`src/sv/gctm_pkg.sv`:
```
// Package with shared constants and types of the tri-colour marking engine.
`timescale 1ns / 1ps

package gctm_pkg;

	// Field widths fixed by the word format.
	localparam int OP_BITS     = 2;
	localparam int HANDLE_BITS = 12;
	localparam int STATUS_BITS = 2;

	// Command codes.
	localparam logic [OP_BITS-1:0] OP_BEGIN  = 2'd0;
	localparam logic [OP_BITS-1:0] OP_REPORT = 2'd1;
	localparam logic [OP_BITS-1:0] OP_NEXT   = 2'd2;

	// Status codes.
	localparam logic [STATUS_BITS-1:0] STAT_OK            = 2'd0;
	localparam logic [STATUS_BITS-1:0] STAT_GREY_PENDING  = 2'd1;
	localparam logic [STATUS_BITS-1:0] STAT_LIST_EMPTY    = 2'd2;

	// Result word handed from the sequencer to the output register.
	typedef struct packed {
		logic                   valid;
		logic [STATUS_BITS-1:0] status;
		logic [HANDLE_BITS-1:0] out_handle;
		logic                   newly_grey;
	} result_t;

endpackage

```
`src/sv/gctm_req_if.sv`:
```
// Command channel: valid/ready handshake carrying one command word.
`timescale 1ns / 1ps

interface gctm_req_if
	import gctm_pkg::*;
	();
	logic                   valid;
	logic                   ready;
	logic [OP_BITS-1:0]     opcode;
	logic [HANDLE_BITS-1:0] obj_handle;

	modport source (output valid, output opcode, output obj_handle, input ready);
	modport sink (input valid, input opcode, input obj_handle, output ready);
endinterface

```
`src/sv/gctm_ctrl.sv`:
```
// Command sequencer: clearing pass, memory read-modify-write and marking registers.
`timescale 1ns / 1ps

module gctm_ctrl
	import gctm_pkg::*;
#(
	parameter int OBJECT_COUNT = 4096,
	parameter int EPOCH_BITS   = 16,
	parameter int AW           = 12,
	parameter int DW           = 17
) (
	input  logic          clk,
	input  logic          arst_n,
	gctm_req_if.sink      req,
	input  logic          out_free,
	output result_t       done,
	output logic          mem_we,
	output logic [AW-1:0] mem_waddr,
	output logic [DW-1:0] mem_wdata,
	output logic          mem_re,
	output logic [AW-1:0] mem_raddr,
	input  logic [DW-1:0] mem_rdata
);

	localparam int LW = DW - 1;

	localparam logic [1:0] S_CLEAR = 2'd0;
	localparam logic [1:0] S_IDLE  = 2'd1;
	localparam logic [1:0] S_EXEC  = 2'd2;

	logic [1:0]             state_q;
	logic [AW-1:0]          clr_cnt_q;
	logic [HANDLE_BITS-1:0] head_q;
	logic [HANDLE_BITS-1:0] scan_q;
	logic [EPOCH_BITS-1:0]  epoch_q;
	logic [OP_BITS-1:0]     op_s1;
	logic [HANDLE_BITS-1:0] handle_s1;

	logic accept;
	logic clear_last;
	logic in_usable;
	logic head_usable;
	logic scan_usable;
	logic s1_usable;
	logic word_grey;
	logic report_hit;
	logic finish;

	// A handle names a table entry when it is not null and lies below the object count.
	function automatic logic usable(input logic [HANDLE_BITS-1:0] h);
		return (h != '0) && (32'(h) < 32'(OBJECT_COUNT));
	endfunction

	assign req.ready   = (state_q == S_IDLE);
	assign accept      = req.valid && (state_q == S_IDLE);
	assign clear_last  = (clr_cnt_q == AW'(OBJECT_COUNT - 1));
	assign in_usable   = usable(req.obj_handle);
	assign head_usable = usable(head_q);
	assign scan_usable = usable(scan_q);
	assign s1_usable   = usable(handle_s1);
	assign word_grey   = mem_rdata[DW-1];
	assign report_hit  = s1_usable && !word_grey && (mem_rdata[EPOCH_BITS-1:0] != epoch_q);
	assign finish      = (state_q == S_EXEC) && out_free;

	// Memory port control: clearing, whitening on a next command, greying on a report.
	always_comb begin
		mem_we    = 1'b0;
		mem_waddr = clr_cnt_q;
		mem_wdata = '0;
		mem_re    = 1'b0;
		mem_raddr = AW'(req.obj_handle);
		if (state_q == S_CLEAR) begin
			mem_we = 1'b1;
		end else if (accept && (req.opcode == OP_NEXT)) begin
			mem_we    = scan_usable;
			mem_waddr = AW'(scan_q);
			mem_wdata = {1'b0, LW'(epoch_q)};
			mem_re    = head_usable;
			mem_raddr = AW'(head_q);
		end else if (accept && (req.opcode == OP_REPORT)) begin
			mem_re = in_usable;
		end else if (finish && (op_s1 == OP_REPORT) && report_hit) begin
			mem_we    = 1'b1;
			mem_waddr = AW'(handle_s1);
			mem_wdata = {1'b1, LW'(head_q)};
		end
	end

	// Result of the command in the execute step.
	always_comb begin
		done            = '0;
		done.valid      = finish;
		unique case (op_s1)
			OP_BEGIN: begin
				if (head_q != '0) begin
					done.status = STAT_GREY_PENDING;
				end
			end
			OP_REPORT: begin
				done.newly_grey = report_hit;
			end
			OP_NEXT: begin
				if (head_usable) begin
					done.out_handle = head_q;
				end else begin
					done.status = STAT_LIST_EMPTY;
				end
			end
			default: begin
				done.status = STAT_OK;
			end
		endcase
	end

	// Sequencer state and clearing counter.
	always_ff @(posedge clk or negedge arst_n) begin
		if (!arst_n) begin
			state_q   <= S_CLEAR;
			clr_cnt_q <= '0;
		end else begin
			unique case (state_q)
				S_CLEAR: begin
					clr_cnt_q <= clr_cnt_q + AW'(1);
					if (clear_last) begin
						state_q <= S_IDLE;
					end
				end
				S_IDLE: begin
					if (accept) begin
						state_q <= S_EXEC;
					end
				end
				S_EXEC: begin
					if (out_free) begin
						state_q <= S_IDLE;
					end
				end
				default: begin
					state_q <= S_IDLE;
				end
			endcase
		end
	end

	// Command word held for the execute step.
	always_ff @(posedge clk) begin
		if (accept) begin
			op_s1     <= req.opcode;
			handle_s1 <= req.obj_handle;
		end
	end

	// Marking registers: grey stack head, object in scan and white epoch.
	always_ff @(posedge clk or negedge arst_n) begin
		if (!arst_n) begin
			head_q  <= '0;
			scan_q  <= '0;
			epoch_q <= EPOCH_BITS'(1);
		end else if (finish) begin
			case (op_s1)
				OP_BEGIN: begin
					if (head_q == '0) begin
						epoch_q <= epoch_q + EPOCH_BITS'(2);
						scan_q  <= '0;
					end
				end
				OP_REPORT: begin
					if (report_hit) begin
						head_q <= handle_s1;
					end
				end
				OP_NEXT: begin
					if (head_usable) begin
						head_q <= mem_rdata[HANDLE_BITS-1:0];
						scan_q <= head_q;
					end else begin
						head_q <= '0;
						scan_q <= '0;
					end
				end
				default: begin
					head_q <= head_q;
				end
			endcase
		end
	end

endmodule

```
`src/flat_wrapper.sv`:
```
// flat-port wrapper written by rule: the top's interface ports become plain ports
module gctm_ctrl_flat import gctm_pkg::*;
#(
	parameter int OBJECT_COUNT = 4096,
	parameter int EPOCH_BITS   = 16,
	parameter int AW           = 12,
	parameter int DW           = 17
)
  (clk, arst_n, out_free, done, mem_we, mem_waddr, mem_wdata, mem_re, mem_raddr, mem_rdata, req_valid, req_opcode, req_obj_handle, req_ready);
  gctm_req_if req_i ();
  input  logic clk;
  input  logic arst_n;
  input  logic out_free;
  output result_t done;
  output logic mem_we;
  output logic [AW-1:0] mem_waddr;
  output logic [DW-1:0] mem_wdata;
  output logic mem_re;
  output logic [AW-1:0] mem_raddr;
  input  logic [DW-1:0] mem_rdata;
  input wire logic [$bits(req_i.valid)-1:0] req_valid;
  input wire logic [$bits(req_i.opcode)-1:0] req_opcode;
  input wire logic [$bits(req_i.obj_handle)-1:0] req_obj_handle;
  output wire logic [$bits(req_i.ready)-1:0] req_ready;
  assign req_i.valid = req_valid;
  assign req_i.opcode = req_opcode;
  assign req_i.obj_handle = req_obj_handle;
  assign req_ready = req_i.ready;
  gctm_ctrl #(.OBJECT_COUNT(OBJECT_COUNT), .EPOCH_BITS(EPOCH_BITS), .AW(AW), .DW(DW)) u_core (.clk(clk), .arst_n(arst_n), .req(req_i), .out_free(out_free), .done(done), .mem_we(mem_we), .mem_waddr(mem_waddr), .mem_wdata(mem_wdata), .mem_re(mem_re), .mem_raddr(mem_raddr), .mem_rdata(mem_rdata));
endmodule
```
`config.mk`:
```
export PLATFORM = sky130hd
export DESIGN_NAME = gctm_ctrl_flat
export DESIGN_NICKNAME = d
export VERILOG_FILES = /design/src/sv/gctm_pkg.sv /design/src/sv/gctm_req_if.sv /design/src/sv/gctm_ctrl.sv /design/src/flat_wrapper.sv
export SDC_FILE = /design/constraint.sdc
export NUM_CORES = 1
export LEC_CHECK = 0
export BUFFER_PORTS_ARGS = -buffer_cell sky130_fd_sc_hd__buf_2
export CORE_ASPECT_RATIO = 1.1
export CORE_MARGIN = 5
export CORE_UTILIZATION = 36
export DETAILED_ROUTE_END_ITERATION = 10
export PLACE_DENSITY = 0.62
export SETUP_SLACK_MARGIN = 0.3
export SLEW_MARGIN = 30
export SYNTH_ARGS = -nofsm -noshare
export SYNTH_HDL_FRONTEND = slang
export SYNTH_SLANG_ARGS = --single-unit
```
`constraint.sdc`:
```
create_clock -name clk -period 2.4 [get_ports clk]
set_clock_uncertainty 0.15 [all_clocks]
set_input_delay 0.12 -clock clk [delete_from_list [all_inputs] [get_ports clk]]
set_output_delay 0.12 -clock clk [all_outputs]
set_load 0.02 [all_outputs]
```
======== After elaboration in Yosys (flattened, before gate mapping) ========
Index checks and enable logic that the tools add are counted.
word-level totals
  register bits ........................... 68
  bits of input ports ..................... 35
  output and inout bits ................... 60
  word-level logic and storage cells ...... 76
operators by class
  add/subtract/negate cells ............... 2
  eq/ne operators ......................... 13
  multiplexer cells ....................... 32
  reductions and logical operators ........ 22
operators by type and width
  operator               count
  $mux 12                11
  $mux 17                4
  $pmux 12 s2            2
  $reduce_bool 12->1     4
  $add 16x2->16 const B  1
  $ne 16x16->1           1
  $add 12x1->12 const B  1
  $eq 12x12->1 const B   1
  $logic_not 12->1       1
  $reduce_and 3->1       4
  $mux 1                 9
  $logic_and 1x1->1      8
  $mux 2                 4
  $ne 2x1->1 const B     4
  $eq 2x1->1 const B     3
  $eq 2x2->1 const B     3
  $pmux 2 s3             1
  $logic_not 2->1        2
  $pmux 2 s2             1
  $reduce_bool 2->1      2
  $ne 2x2->1 const B     1
  $logic_not 1->1        1

======== Longest topological paths before layout ========
Gate-level depths: netlist of the first run.
  word-level depth ........................ 8
  mapped depth ............................ 8
  gate-level depth less buffers ........... 6

======== Least setup slack after synthesis of the first run ========
OpenSTA, ideal clock, no wires.
  path type ............................... register to output
  from .................................... reg u_core.state_q[1]
  to ...................................... out mem_waddr[10]
  arrival time ............................ 2.215 ns
  required time ........................... 2.130 ns
  slack ................................... -0.085 ns
  stages on the path, launching flop included .. 8
  path buffers ............................ 1
  cell sequence ........................... dfrtp_1 nor2b_1 nand2_1 inv_1 nand2_1 clkbuf_1 o21ai_2 o21a_1
on the way
  elaborated cells between the ends (all ways) .. 13
  those cells by class .................... eq/ne (2); mux (4); reduce/logical (7)
RTL lines
  element                 RTL line            text
  from (decl)             gctm_ctrl.sv:31     logic [1:0] state_q;
  from (signal assigned)  gctm_ctrl.sv:118    state_q <= S_CLEAR;
  from (signal assigned)  gctm_ctrl.sv:125    state_q <= S_IDLE;
  from (signal assigned)  gctm_ctrl.sv:130    state_q <= S_EXEC;
  $eq 2x1->1 (*)          --
  net req_ready           flat_wrapper.sv:24  output wire logic [$bits(req_i.ready)-1:0] req_ready;
  $logic_and 1x1->1 (*)   gctm_ctrl.sv:55     assign accept = req.valid && (state_q == S_IDLE);
  net u_core.accept       gctm_ctrl.sv:39     logic accept;
  $logic_and 1x1->1       gctm_ctrl.sv:80     end else if (accept && (req.opcode == OP_REPORT)) begin
  $mux 12                 gctm_ctrl.sv:80
  $mux 12 (*)             gctm_ctrl.sv:74     end else if (accept && (req.opcode == OP_NEXT)) begin
  $mux 12 (*)             gctm_ctrl.sv:72     if (state_q == S_CLEAR) begin
  to (decl)               flat_wrapper.sv:16  output logic [AW-1:0] mem_waddr;
Mark *: on every way through the listed nets, which the timed path passes. The rest lies on a longest branch.

======== Worst setup path after layout of the first run ========
  from .................................... reg u_core.op_s1[1]
  to ...................................... out mem_waddr[7]
on the way
  longest elaborated chain between the ends .. 7
ends and longest elaborated chain
  element                          RTL line          text
  from (decl)                      gctm_ctrl.sv:36   logic [OP_BITS-1:0] op_s1;
  from (signal assigned)           gctm_ctrl.sv:148  op_s1 <= req.opcode;
  $eq 2x1->1                       gctm_ctrl.sv:82   end else if (finish && (op_s1 == OP_REPORT) && report_hit) begin
  $logic_and 1x1->1 (2 in series)  gctm_ctrl.sv:82
  $mux 12                          gctm_ctrl.sv:82
  $mux 12                          gctm_ctrl.sv:80
  $mux 12                          gctm_ctrl.sv:74
  $mux 12                          gctm_ctrl.sv:72
Every way passes these cells.

==> results of run 1 <==
placed cells by master, fill, tap and decap left out, types with 4 or more instances in the layout:
cell type,count
a22o_4,10
and2_1,11
and3_1,8
buf_2,57
buf_4,63
buf_6,38
buf_8,4
clkbuf_16,12
dfrtp_1,52
dlygate4sd3_1,16
edfxtp_1,14
mux2_2,6
mux2_4,32
mux2i_1,12
nand2_1,12
nand3_1,6
nand4_1,9
nor2_1,22
nor2_4,4
nor4_1,8
nor4_2,4
o21a_2,5
o32a_1,8
xnor2_1,25
xnor2_2,5
xor2_1,10
worst paths after layout:
path / slack [ns] / startpoint / cells after the start / to
max: -0.17 / u_core.op_s1[1] / 7 / mem_waddr[7]
min: 0.09 / mem_rdata[4] / 4 / u_core.head_q[4]
max reg2reg: 0.07 / u_core.state_q[0] / 5 / u_core.epoch_q[15]
min reg2reg: 0.36 / u_core.epoch_q[15] / 1 / u_core.epoch_q[15]
max in group asynchronous: 1.31 / arst_n / 3 / u_core.epoch_q[4]
min in group asynchronous: 0.15 / arst_n / 2 / u_core.clr_cnt_q[2]
registers in the layout, summed over array words and instances, names as in the netlist:
name / flops
u_core.handle_s1: 12
u_core.clr_cnt_q: 12
u_core.state_q: 2
u_core.scan_q: 12
u_core.head_q: 12
u_core.epoch_q: 15
u_core.op_s1: 2
cell families (layout without fill, tap and decap cells):
group,after synthesis,in the layout
AND/OR/NAND/NOR,111,111
flip-flops,67,67
multiplexers,50,50
AO/OA/AOI/OAI,45,45
XOR/XNOR,40,40
buffers and inverters,21,204
adder cells (fa/ha/maj),2,2
routing by layer:
layer | vias to the layer above | track usage [%]
li1 | 1594 | -
met1 | 1783 | 27.4
met2 | 185 | 38.8
met3 | 48 | 3.68
met4 | 0 | 13.1
met5 | - | 0
stage by stage:
step	worst slack (ns)	cell area (sq um)	hold slack, ns
floorplan	0.221	3950	-0.326
CTS	-0.196	5960	0.0764
detailed placement	0.0746	4860	-0.0232
global route	-0.252	6240	0.103
finish	-0.174	6240	0.0936
global placement	0.0949	4860	-0.0183
worst register-to-register path: cells and delay by family, from the launching register on:
kind	cells	cell delay, ns
XOR/XNOR	1	0.17
flip-flops	1	0.41
AND/OR/NAND/NOR	4	1.51
repair_timing:
item,in CTS,in global routing
setup endpoints to repair,77,94
hold buffers,16,0
resized for setup,127,44
gates cloned,4,1
endpoints found under the hold margin,35,0
buffers inserted,15,6
pin swaps,17,13
area by class of cell:
type	count	share of cell area [%]
well taps	143	2.87
repair buffers	182	24.0
clock buffers	11	4.41
inverters	6	0.561
multi-input cells	248	39.6
clock inverters	5	0.521
flip-flops and latches	67	28.0
power by group through the flow:
stage / clock (mW) / sequential (mW) / combinational (mW)
4_1_cts: 1.34 / 1.70 / 2.08
3_3_place_gp: 0 / 1.70 / 1.77
5_1_grt: 1.39 / 1.75 / 2.38
3_5_place_dp: 0 / 1.71 / 1.79
2_1_floorplan: 0 / 1.69 / 0.973
6_report: 1.34 / 1.73 / 2.27
==> results.json, run 1 <==
{
  "synth_top_family_by_area": "simple AND/OR/NAND/NOR gates",
  "violations": "setup timing",
  "crit_fanout": 13,
  "wl_um": 14500,
  "fin_crit_sh_pct": 107,
  "synth_edf_count": 14,
  "hold_class": "primary input to flop",
  "synth_cell_type_count": 46,
  "synth_common_cells": "dfrtp_1 (53), mux2_2 (38), xnor2_1 (30)",
  "syn_inst": 336,
  "first_iter_violations": 250,
  "synthMuxAreaShare_pct": 14.6,
  "rsz0062_at_grt": "true",
  "p_int_mw": 3.39,
  "register_area_sq_um": 1750,
  "drtAntennaViolNets": 0,
  "clkPwrFrac_pct": 25.2,
  "cp_data_required_time_ns": 2.13,
  "num_rows": 39,
  "grt_pass1_vias": 3713,
  "p_per_area_nw_per_um2": 855,
  "yosys_register_bits": 67,
  "maxCapViolCount": 0,
  "wl_met1_um": 5580,
  "period_minus_slack_ns": 2.57,
  "multi_input_area_sq_um": 2470,
  "portBuffers": 94,
  "cts_num_sinks": 67,
  "fin_ws_ns": -0.174,
  "area_growth_pct": 65.7,
  "post-route-util_pct": 60.6,
  "avgRoutedWirePerCell_um": 21.8,
  "grt.total_usage_pct": 22.8,
  "hold_viol_final": 0,
  "first_pass_iters": 4,
  "gp_congestion": 0.893,
  "p_seq_share_pct": 32.4,
  "netlist_area_sq_um": 3770,
  "dr_total_vias": 3610,
  "comb_power_share_pct": 42.5,
  "hpwlAfterDp_um": 10000,
  "clock_path_buffers": 2,
  "viasPerCell": 5.45,
  "fmax_ghz": 0.388,
  "ir_worst_vdd_uv": 435,
  "drive_gt1_share_pct": 55.1,
  "crit_slowest_cell": "edfxtp_1",
  "clkLatencyLatePin_ns": 0.33,
  "yosys.area.top_type_share_pct": 35.2,
  "crit_chain": "or3b_1 > a31o_1 > or2_4 > buf_6 > o32a_1 > o21a_2 > buf_4",
  "ys.flop_type": "dfrtp_1",
  "worstPathArrival_ns": 2.30,
  "fillerInstances": 802,
  "avgSynthCellArea_sq_um": 11.2,
  "dieArea_sq_um": 12600,
  "power.share.switching_pct": 36.5,
  "leakagePower_nw": 2.93,
  "synth-adder-area-share_pct": 0.664,
  "synth_most_common_cell": "dfrtp_1",
  "status": "complete, but fails checks",
  "dp.cells": 604,
  "cp_top_family": "compound AO/OA/AOI/OAI gates",
  "antenna_found_initial": 0,
  "wl_met2_um": 7210,
  "cp-end-kind": "output pin",
  "finalNonFillerCells": 662,
  "fin_tns_setup_ns": -3.41,
  "syn_nets": 373,
  "ys.warnings.count": 0,
  "cts_tree": "yes",
  "cts_made_buffers": 9,
  "ios": 95,
  "final_max_slew_viol_count": 0,
  "grt_pass1_wl_um": 21300,
  "seq_area_frac_synth_pct": 46.4,
  "cts_htree_levels": 3,
  "worst-path-buf-inv": 2,
  "core_area_sq_um": 10300,
  "synth_xor_area_share_pct": 9.30,
  "cpPeakStageDelay_ns": 0.38,
  "grt_overflow": 0,
  "die_y_um": 117,
  "synth_largest_area_cell": "dfrtp_1",
  "clkSlewWorstSetupHoldPaths_ns": 0.06,
  "yosys-top-cells-area": "dfrtp_1 (35%), mux2_2 (11%), edfxtp_1 (11%)",
  "worst_slew_pin_slew_ns": 0.694,
  "slew_headroom_pct": 53.7,
  "diodes": 0,
  "startpoint_type": "flop",
  "drc": 0,
  "report.power.total_mw": 5.34,
  "nNetsFinal": 551,
  "met3_length_um": 919,
  "setup_viol": 25,
  "power.net_switching_mw": 1.95,
  "criticalPathCategory": "flop to output pin",
  "synth_compound_area_share_pct": 9.63,
  "start_util_pct": 36.6,
  "synth-async-reset-ratio_pct": 79.1,
  "cts-root-buf": "clkbuf_16",
  "yosys.area_share.simple_pct": 16.6,
  "top_layer_used": "met4",
  "grt_max_degree": 25,
  "die_w_um": 108
}
Note: power is estimated with default switching activity, not from simulation.
==> inputs of run 2 (changes only) <==
- SKIP_LAST_GASP: unset -> 1
==> run 2 against run 1 <==
The run still ends with setup timing left. First-iteration DRC count down 8.8%. Cell area decreased by 1.7%. Power shrank 1.0%. Largest power group unchanged.
==> results.json, run 2 (synthesis gave the netlist of run 1 again) <==
{
  "fmax_ghz": 0.387,
  "grt.total_usage_pct": 22.2,
  "cts-root-buf": "clkbuf_16",
  "worst-path-buf-inv": 2,
  "cts_tree": "yes",
  "multi_input_area_sq_um": 2390,
  "start_util_pct": 36.6,
  "fillerInstances": 824,
  "finalNonFillerCells": 665,
  "grt_overflow": 0,
  "portBuffers": 94,
  "report.power.total_mw": 5.29,
  "dp.cells": 604,
  "violations": "setup timing",
  "fin_crit_sh_pct": 108,
  "cts_htree_levels": 3,
  "period_minus_slack_ns": 2.58,
  "leakagePower_nw": 2.88,
  "dr_total_vias": 3634,
  "largest-register": "u_core.epoch_q",
  "setup_viol": 26,
  "clock_path_buffers": 2,
  "status": "complete, but fails checks",
  "grt_pass1_vias": 3618,
  "hold_start": "mem_rdata[3]",
  "criticalPathCategory": "flop to output pin",
  "drive_gt1_share_pct": 54.2,
  "crit_chain": "or3b_1 > a31o_1 > or2_4 > buf_6 > o32a_1 > o21a_2 > buf_4",
  "cp_data_required_time_ns": 2.13,
  "p_per_area_nw_per_um2": 861,
  "cpPeakStageDelay_ns": 0.38,
  "diodes": 0,
  "clkLatencyLatePin_ns": 0.33,
  "crit_slowest_cell": "edfxtp_1",
  "rsz0062_at_grt": "true",
  "cp-end-kind": "output pin",
  "fin_ws_ns": -0.184,
  "wl_um": 14300,
  "grt_max_degree": 25,
  "antenna_found_initial": 0,
  "final_max_slew_viol_count": 0,
  "drtAntennaViolNets": 0,
  "hold_viol_final": 0,
  "globalRouteMet3Util_pct": 3.84,
  "drc": 0,
  "crit_fanout": 13,
  "gr-usage-met2_pct": 38.2,
  "maxCapViolCount": 0,
  "timing.rr.start": "u_core.state_q[0]",
  "ios": 95,
  "hpwlAfterDp_um": 10000,
  "worstSetupStartpoint": "u_core.op_s1[1]",
  "nNetsFinal": 554,
  "core_area_sq_um": 10300,
  "ir_worst_vdd_uv": 423,
  "layout_commonest_cell": "buf_4",
  "top_usage_layer": "met2",
  "first_pass_iters": 5,
  "viasPerCell": 5.46,
  "dieArea_sq_um": 12600,
  "first_iter_violations": 228,
  "num_rows": 39,
  "rr_worst_depth": 5,
  "cp.depth": 7,
  "area_growth_pct": 63.0,
  "largest_register_ffs": 15,
  "cp_top_family": "compound AO/OA/AOI/OAI gates",
  "min_path_cells": 4,
  "worst_slew_pin_slew_ns": 0.700,
  "gp_congestion": 0.893,
  "hold_class": "primary input to flop",
  "worstPathArrival_ns": 2.31,
  "avgRoutedWirePerCell_um": 21.5,
  "grt_pass1_wl_um": 20700,
  "gr-usage-met1_pct": 26.8,
  "clkSlewWorstSetupHoldPaths_ns": 0.06,
  "register_area_sq_um": 1750,
  "cts_made_buffers": 9,
  "startpoint_type": "flop",
  "die_w_um": 108,
  "die_y_um": 117,
  "slew_headroom_pct": 53.2,
  "post-route-util_pct": 59.6,
  "cts_num_sinks": 67,
  "final_cell_mix": "buf_4 (69), buf_2 (59), dfrtp_1 (51)",
  "ff2ff_setup_slack_ns": 0.05
}
run 2: changes by cell type in the layout (fill, tap and decap cells not counted), sizes merged:
cell	previous run	this run
inv	4	5
buf	165	169
clkbuf	12	11
clkinvlp	2	1
run 2: power by group:
group | switching, mW | internal [mW] | leakage (nW)
Sequential | 0.288 | 1.44 | 0.829
Clock | 0.514 | 0.823 | 0.156
Combinational | 1.12 | 1.10 | 1.90
run 2: final timing paths:
kind	to
min in group asynchronous	u_core.clr_cnt_q[2]
setup / recovery	mem_waddr[8]
hold reg to reg	u_core.clr_cnt_q[7]
hold / removal	u_core.head_q[3]
max in group asynchronous	u_core.epoch_q[4]
setup reg to reg	u_core.epoch_q[15]
run 2: metal layers:
layer | up-vias | part of all wire, %
met5 | - | 0
met4 | 0 | 3.8
met3 | 38 | 7.0
met2 | 177 | 50
met1 | 1815 | 39
li1 | 1604 | -
run 2: repair_timing:
action                                  in CTS  in global routing
pin swaps                                   14                 14
gates cloned                                 4                  0
resized for setup                           91                 57
endpoints found under the hold margin       35                  0
hold buffers                                16                  0
setup buffers                               15                 10
endpoints found under the setup margin      77                 96
run 2: final cells by class:
class / instances / area share, %
clock buffer: 11 / 4.48
sequential: 67 / 28.5
clock inverter: 5 / 0.530
inverter: 6 / 0.510
tap: 143 / 2.91
multi-input combinational: 248 / 39.0
timing repair buffer: 185 / 24.1
run 2: worst reg2reg max path: stages, from the launching register on:
cell,delay [ns]
dfrtp_1,0.41
nand3b_1,0.34
or3_1,0.45
or4_4,0.55
nor3_2,0.19
xor2_1,0.17
run 2: per-stage QoR:
| stage | instance area (sq um) | TNS, ns | hold slack [ns] | setup WS, ns |
|---|---|---|---|---|
| floorplan | 3950 | 0 | -0.326 | 0.221 |
| global placement | 4860 | 0 | -0.0183 | 0.0949 |
| detailed placement | 4860 | 0 | -0.0232 | 0.0746 |
| CTS | 5810 | -3.31 | 0.0765 | -0.196 |
| global route | 6140 | -5.95 | 0.100 | -0.278 |
| finish | 6140 | -3.87 | 0.0853 | -0.184 |
